`config.mk`:
```
export PLATFORM = sky130hd
export DESIGN_NAME = afr_ctrl
export DESIGN_NICKNAME = d
export VERILOG_FILES = /design/src/sv/afr_pkg.sv /design/src/sv/afr_ctrl.sv
export SDC_FILE = /design/constraint.sdc
export NUM_CORES = 1
export LEC_CHECK = 0
export BUFFER_PORTS_ARGS = -buffer_cell sky130_fd_sc_hd__buf_2
export CAP_MARGIN = 20
export CELL_PAD_IN_SITES_DETAIL_PLACEMENT = 1
export CELL_PAD_IN_SITES_GLOBAL_PLACEMENT = 1
export CORE_AREA = 8 8 45 47
export CTS_CLUSTER_DIAMETER = 40
export CTS_CLUSTER_SIZE = 24
export DETAILED_ROUTE_END_ITERATION = 8
export DIE_AREA = 0 0 53 55
export GPL_TIMING_DRIVEN = 1
export PLACE_DENSITY = 0.34
export SYNTH_ARGS = -nofsm -noshare
export SYNTH_HDL_FRONTEND = slang
export SYNTH_SLANG_ARGS = --single-unit
```
`constraint.sdc`:
```
create_clock -name clk_i -period 0.9 [get_ports clk_i]
set_input_delay 0.045 -clock clk_i [delete_from_list [all_inputs] [get_ports clk_i]]
set_output_delay 0.045 -clock clk_i [all_outputs]
set_load 0.01 [all_outputs]
```
`src/sv/afr_pkg.sv`:
```
// ----------------------------------------------------------------------------
// afr_pkg: shared constants and types of the audio frame ring FIFO
// Sizes, action and statistic codes, and the control/status structs that
// join the controller and the datapath.
// ----------------------------------------------------------------------------
package afr_pkg;

  // Ring size; a power of two so that a pointer modulo twice the capacity
  // is the natural wrap of a PTR_W-bit counter.
  localparam int unsigned CAPACITY_FRAMES = 1024;
  localparam int unsigned CHANNELS        = 2;
  localparam int unsigned MAX_READ_BURST  = 64;

  localparam int unsigned SLOT_W  = $clog2(CAPACITY_FRAMES);
  localparam int unsigned PTR_W   = SLOT_W + 1;
  localparam int unsigned RD_W    = $clog2(MAX_READ_BURST + 1);
  localparam int unsigned FRAME_W = 32 * CHANNELS;

  localparam int unsigned ACTION_W = 3;
  localparam int unsigned COUNT_W  = 32;
  localparam int unsigned DATA_W   = 64;
  localparam int unsigned SEL_W    = 4;
  localparam int unsigned STAT_W   = 32;

  // Action codes
  localparam logic [ACTION_W-1:0] ACT_OPEN   = 3'd0;
  localparam logic [ACTION_W-1:0] ACT_WRITE  = 3'd1;
  localparam logic [ACTION_W-1:0] ACT_READ   = 3'd2;
  localparam logic [ACTION_W-1:0] ACT_FLUSH  = 3'd3;
  localparam logic [ACTION_W-1:0] ACT_UNDER  = 3'd4;
  localparam logic [ACTION_W-1:0] ACT_STATUS = 3'd5;

  // Statistic counters, in selector order after the fill level
  localparam int unsigned ST_CALLBACKS  = 0;
  localparam int unsigned ST_PRODUCED   = 1;
  localparam int unsigned ST_CONSUMED   = 2;
  localparam int unsigned ST_DROPPED    = 3;
  localparam int unsigned ST_OVERRUNS   = 4;
  localparam int unsigned ST_UNDERRUNS  = 5;
  localparam int unsigned ST_HIGH_WATER = 6;
  localparam int unsigned ST_STALE      = 7;
  localparam int unsigned ST_COUNT      = 8;
  localparam int unsigned ST_IDX_W      = $clog2(ST_COUNT);

  localparam logic [SEL_W-1:0] SEL_FILL = 4'd0;
  localparam logic [SEL_W-1:0] SEL_LAST = 4'd8;

  // Controller to datapath
  typedef struct packed {
    logic take;      // input request accepted this cycle
    logic rd_issue;  // present the next read slot to the RAM
    logic rd_load;   // load RAM read data into the output register
  } afr_cmd_t;

  // Datapath to controller
  typedef struct packed {
    logic out_free;  // output register is empty or drains this cycle
    logic rd_burst;  // the offered request is a read returning frames
    logic rd_done;   // no frames left to issue in the current read
  } afr_sts_t;

endpackage

```
`src/sv/afr_ctrl.sv`:
```
// ----------------------------------------------------------------------------
// afr_ctrl: request sequencer of the ring FIFO
// Accepts requests and steps a read burst through the RAM, one frame at a
// time: issue the slot, then load the read data into the output register.
// ----------------------------------------------------------------------------
module afr_ctrl
  import afr_pkg::*;
(
  input  logic     clk_i,
  input  logic     rst_ni,
  input  logic     in_valid_i,
  output logic     in_ready_o,
  input  afr_sts_t sts_i,
  output afr_cmd_t cmd_o
);

  localparam logic [1:0] S_IDLE  = 2'd0;
  localparam logic [1:0] S_ISSUE = 2'd1;
  localparam logic [1:0] S_LOAD  = 2'd2;

  logic [1:0] state_q, state_d;

  always_comb begin
    state_d    = state_q;
    in_ready_o = 1'b0;
    cmd_o      = '0;
    unique case (state_q)
      S_IDLE: begin
        in_ready_o = sts_i.out_free;
        cmd_o.take = in_valid_i && sts_i.out_free;
        if (cmd_o.take && sts_i.rd_burst) begin
          state_d = S_ISSUE;
        end
      end
      S_ISSUE: begin
        // wait until the output register is sure to be empty at load time
        if (sts_i.out_free) begin
          cmd_o.rd_issue = 1'b1;
          state_d        = S_LOAD;
        end
      end
      S_LOAD: begin
        cmd_o.rd_load = 1'b1;
        state_d       = sts_i.rd_done ? S_IDLE : S_ISSUE;
      end
      default: begin
        state_d = S_IDLE;
      end
    endcase
  end

  always_ff @(posedge clk_i or negedge rst_ni) begin
    if (!rst_ni) begin
      state_q <= S_IDLE;
    end else begin
      state_q <= state_d;
    end
  end

`ifndef SYNTHESIS
  a_issue_then_load: assert property (@(posedge clk_i) disable iff (!rst_ni)
    cmd_o.rd_issue |=> cmd_o.rd_load)
    else $error("read issue not followed by a load");
  a_no_take_in_burst: assert property (@(posedge clk_i) disable iff (!rst_ni)
    (cmd_o.rd_issue || cmd_o.rd_load) |-> !in_ready_o)
    else $error("request accepted during a read burst");
`endif

endmodule

```
==> results.txt <==
In this run the vertical extent of the chip is 55 um. Clock-pin slew was measured on the worst setup and hold paths at 0.03 ns. In this run the deepest clock path goes through 2 buffers.

For this run, the number of Yosys warnings is 0. The slowest stage of the critical path is the dfrtp_2 cell. The wire length of the first global-routing pass is 669 um. The post-synthesis instance total came out at 11. The count of unique library cells instantiated by Yosys came out at 9. Power comes to 697 uW. Across all setup checks in the final design, the least slack found is -0.242 ns. The number of nets with antenna violations after routing came out at 0.

The path category of the worst min-delay check is input port to flop. The average cell area after synthesis is 10.8 sq um. During I/O placement, the number of pins put on the boundary was 10. The number of nets handed over by synthesis was 17. The worst slack after detailed placement came out at -0.0804 ns. The category of the most critical setup path is flop to output port. The area of the core region came out at 0.00138 sq mm.

The number of buffers created by CTS is 3. The worst-case clock skew came out at 0.000362 ns. The endpoint arrival time on the critical path came out at 1.10 ns. Across the run, the number of max-cap violations was 0. The number of global-route vias before repair came out at 164. The area added between synthesis and finish is 124%.

The initial detailed-routing violation count is 0. In this run the horizontal extent of the chip is 53 um. The slew at the pin closest to its max-slew limit is 0.153 ns. The max-slew violation count was 0. The register with the most flip-flops in the layout has 2 of them. state_q holds more flip-flops than any other register. The number of antenna violations at the first check in global routing was 0. The mapped cell area is 119 sq um. The proportion of synthesized chip area in sequential cells is 0.421.

The total power per unit cell area is 2610 mW/mm^2. The largest net degree at the start of global routing came out at 6. The library cell used as clock root buffer is clkbuf_4. The number of placement rows is 14.

The clock latency at the later pin of the worst-skew pair came out at 0.22 ns. The count of vias placed by the detailed router came out at 155. The first-pass iteration count of the detailed router is 1. The data required time at the worst endpoint is 0.85 ns. The total grt overflow is 0. The effective utilization at floorplan came out at 0.0859. The final net count is 37. Summed over all layers, the routed wires come to 492 um. The count of clock tree sinks came out at 2. The worst-case hold slack is 0.121 ns. In the global route stage, overall resource usage came out at 0.0361. The delay contributed by the slowest stage of the critical path is 0.42 ns. Summed over all cells, the static leakage comes to 0.000147 uW. Of all nets on the critical path, the largest fanout is 4. The flip-flop and latch count after synthesis came out at 2. The worst-case IR drop observed on VDD is 737 uV. The final critical path time including I/O delays and setup is 1.14 ns.

The CTS tree is built. The largest registers in the layout are state_q x2. The overall die area came out at 0.00292 sq mm.

The count of unresolved DRC violations after routing came out at 0. The flow ran to the end, but the final reports show violations. The number of endpoints with negative hold slack in the final report came to 0.

Of the cells placed in the final design, the portion with a size suffix greater than 1 is 0.655. The final period utilization came out at 1.27. The detail-routed net length per standard cell came out at 10.9 um. The worst setup path is captured at an output port.

The worst setup path is launched from a flop. The count of input and output buffers came out at 9. The last weighted congestion value of the routability-driven placer is 0.601. Derived from the worst setup path, the maximum achievable clock frequency is 876 MHz. The final reports fail on negative setup slack.

The tightest slew margin relative to the limit is 0.897. The count of inserted antenna diode cells came out at 0. Setup repair after global routing could not meet its margin everywhere. At the end of the flow the core is filled with cells to 0.193. The final-report setup violation count came out at 5. The via-per-instance ratio is 3.44. The depth of the CTS H-tree is 1. Traced cell by cell, the critical path runs through nor3b_2 -> and2_1 -> buf_2.
## kinds of logic (layout without fill, tap and decap cells)
kind of cell           after synthesis  in the layout  synth area share
AO/OA/AOI/OAI                        2              2             0.116
AND/OR/NAND/NOR                      7              7             0.463
flip-flops                           2              2             0.421
buffers and inverters                0             18                 0
## cells in the final DEF (no fill, tap or decap)
master and instances:
and3b_1 2, o21ai_0 1, buf_6 1, and2_1 1, dlygate4sd3_1 1, buf_2 8
buf_4 5, dfrtp_1 1, nor2b_1 1, dfrtp_2 1, nor3b_2 1, o31a_1 1
and2b_1 1, clkbuf_4 3, and4b_1 1
## through the flow
| stage | cells | setup TNS (ns) | area [sq um] |
|---|---|---|---|
| 2_1_floorplan | 11 | -0.0429 | 124 |
| 4_1_cts | 42 | -1.01 | 236 |
| 3_3_place_gp | 38 | -0.0747 | 204 |
| 6_report | 45 | -0.972 | 267 |
| 5_1_grt | 45 | -1.22 | 267 |
| 3_5_place_dp | 38 | -0.115 | 204 |
## final timing paths
path / start / end / slack, ns / cells past startpoint
setup / recovery: state_q[1]$_DFFE_PN0P_ / cmd_o[2] / -0.24 / 3
hold / removal: sts_i[0] / state_q[0]$_DFFE_PN0P_ / 0.12 / 3
setup reg to reg: state_q[0]$_DFFE_PN0P_ / state_q[0]$_DFFE_PN0P_ / -0.08 / 2
hold reg to reg: state_q[1]$_DFFE_PN0P_ / state_q[0]$_DFFE_PN0P_ / 0.67 / 2
max in group asynchronous: rst_ni / state_q[1]$_DFFE_PN0P_ / 0.66 / 2
min in group asynchronous: rst_ni / state_q[0]$_DFFE_PN0P_ / 0.14 / 2
## routing by layer
metal	GRT usage	vias to the layer above	part of all wire
li1	-	77	-
met1	0.0350	68	0.40
met2	0.0391	10	0.39
met3	0.0214	0	0.21
met4	0.0647	0	0
met5	0	-	0
## worst max-delay path, delay by kind of cell (launching register included)
kind / cells / cell delay, ns
flops: 1 / 0.42
simple gates: 2 / 0.34
buf+inv: 1 / 0.12
## what timing repair did
action	in CTS	in global routing
buffers inserted	0	3
setup endpoints to repair	5	5
hold buffers	1	0
pin swaps	2	1
endpoints found under the hold margin	2	0
resized for setup	0	2
## cell usage after synthesis, drive strengths merged
library cell,n,share of area
o31a,1,0.074
nor3b,1,0.063
and2,1,0.053
and4b,1,0.084
dfrtp,2,0.42
o21ai,1,0.042
and3b,2,0.15
nor2b,1,0.053
and2b,1,0.063
## area by class of cell
type / instances / area, sq um
fill: 164 / 1120
timing repair buffer: 15 / 98.8
multi-input combinational: 9 / 73.8
sequential: 2 / 51.3
clock buffer: 3 / 22.5
tap: 16 / 20.0
## power breakdown
part / switching [uW] / internal (uW) / total (uW) / leakage, uW
clock network: 51.5 / 147 / 199 / 0.0000138
registers: 41.7 / 125 / 167 / 0.0000246
logic: 112 / 219 / 331 / 0.000108
total: 206 / 491 / 697 / 0.000147
(Power assumes the default switching activity.)
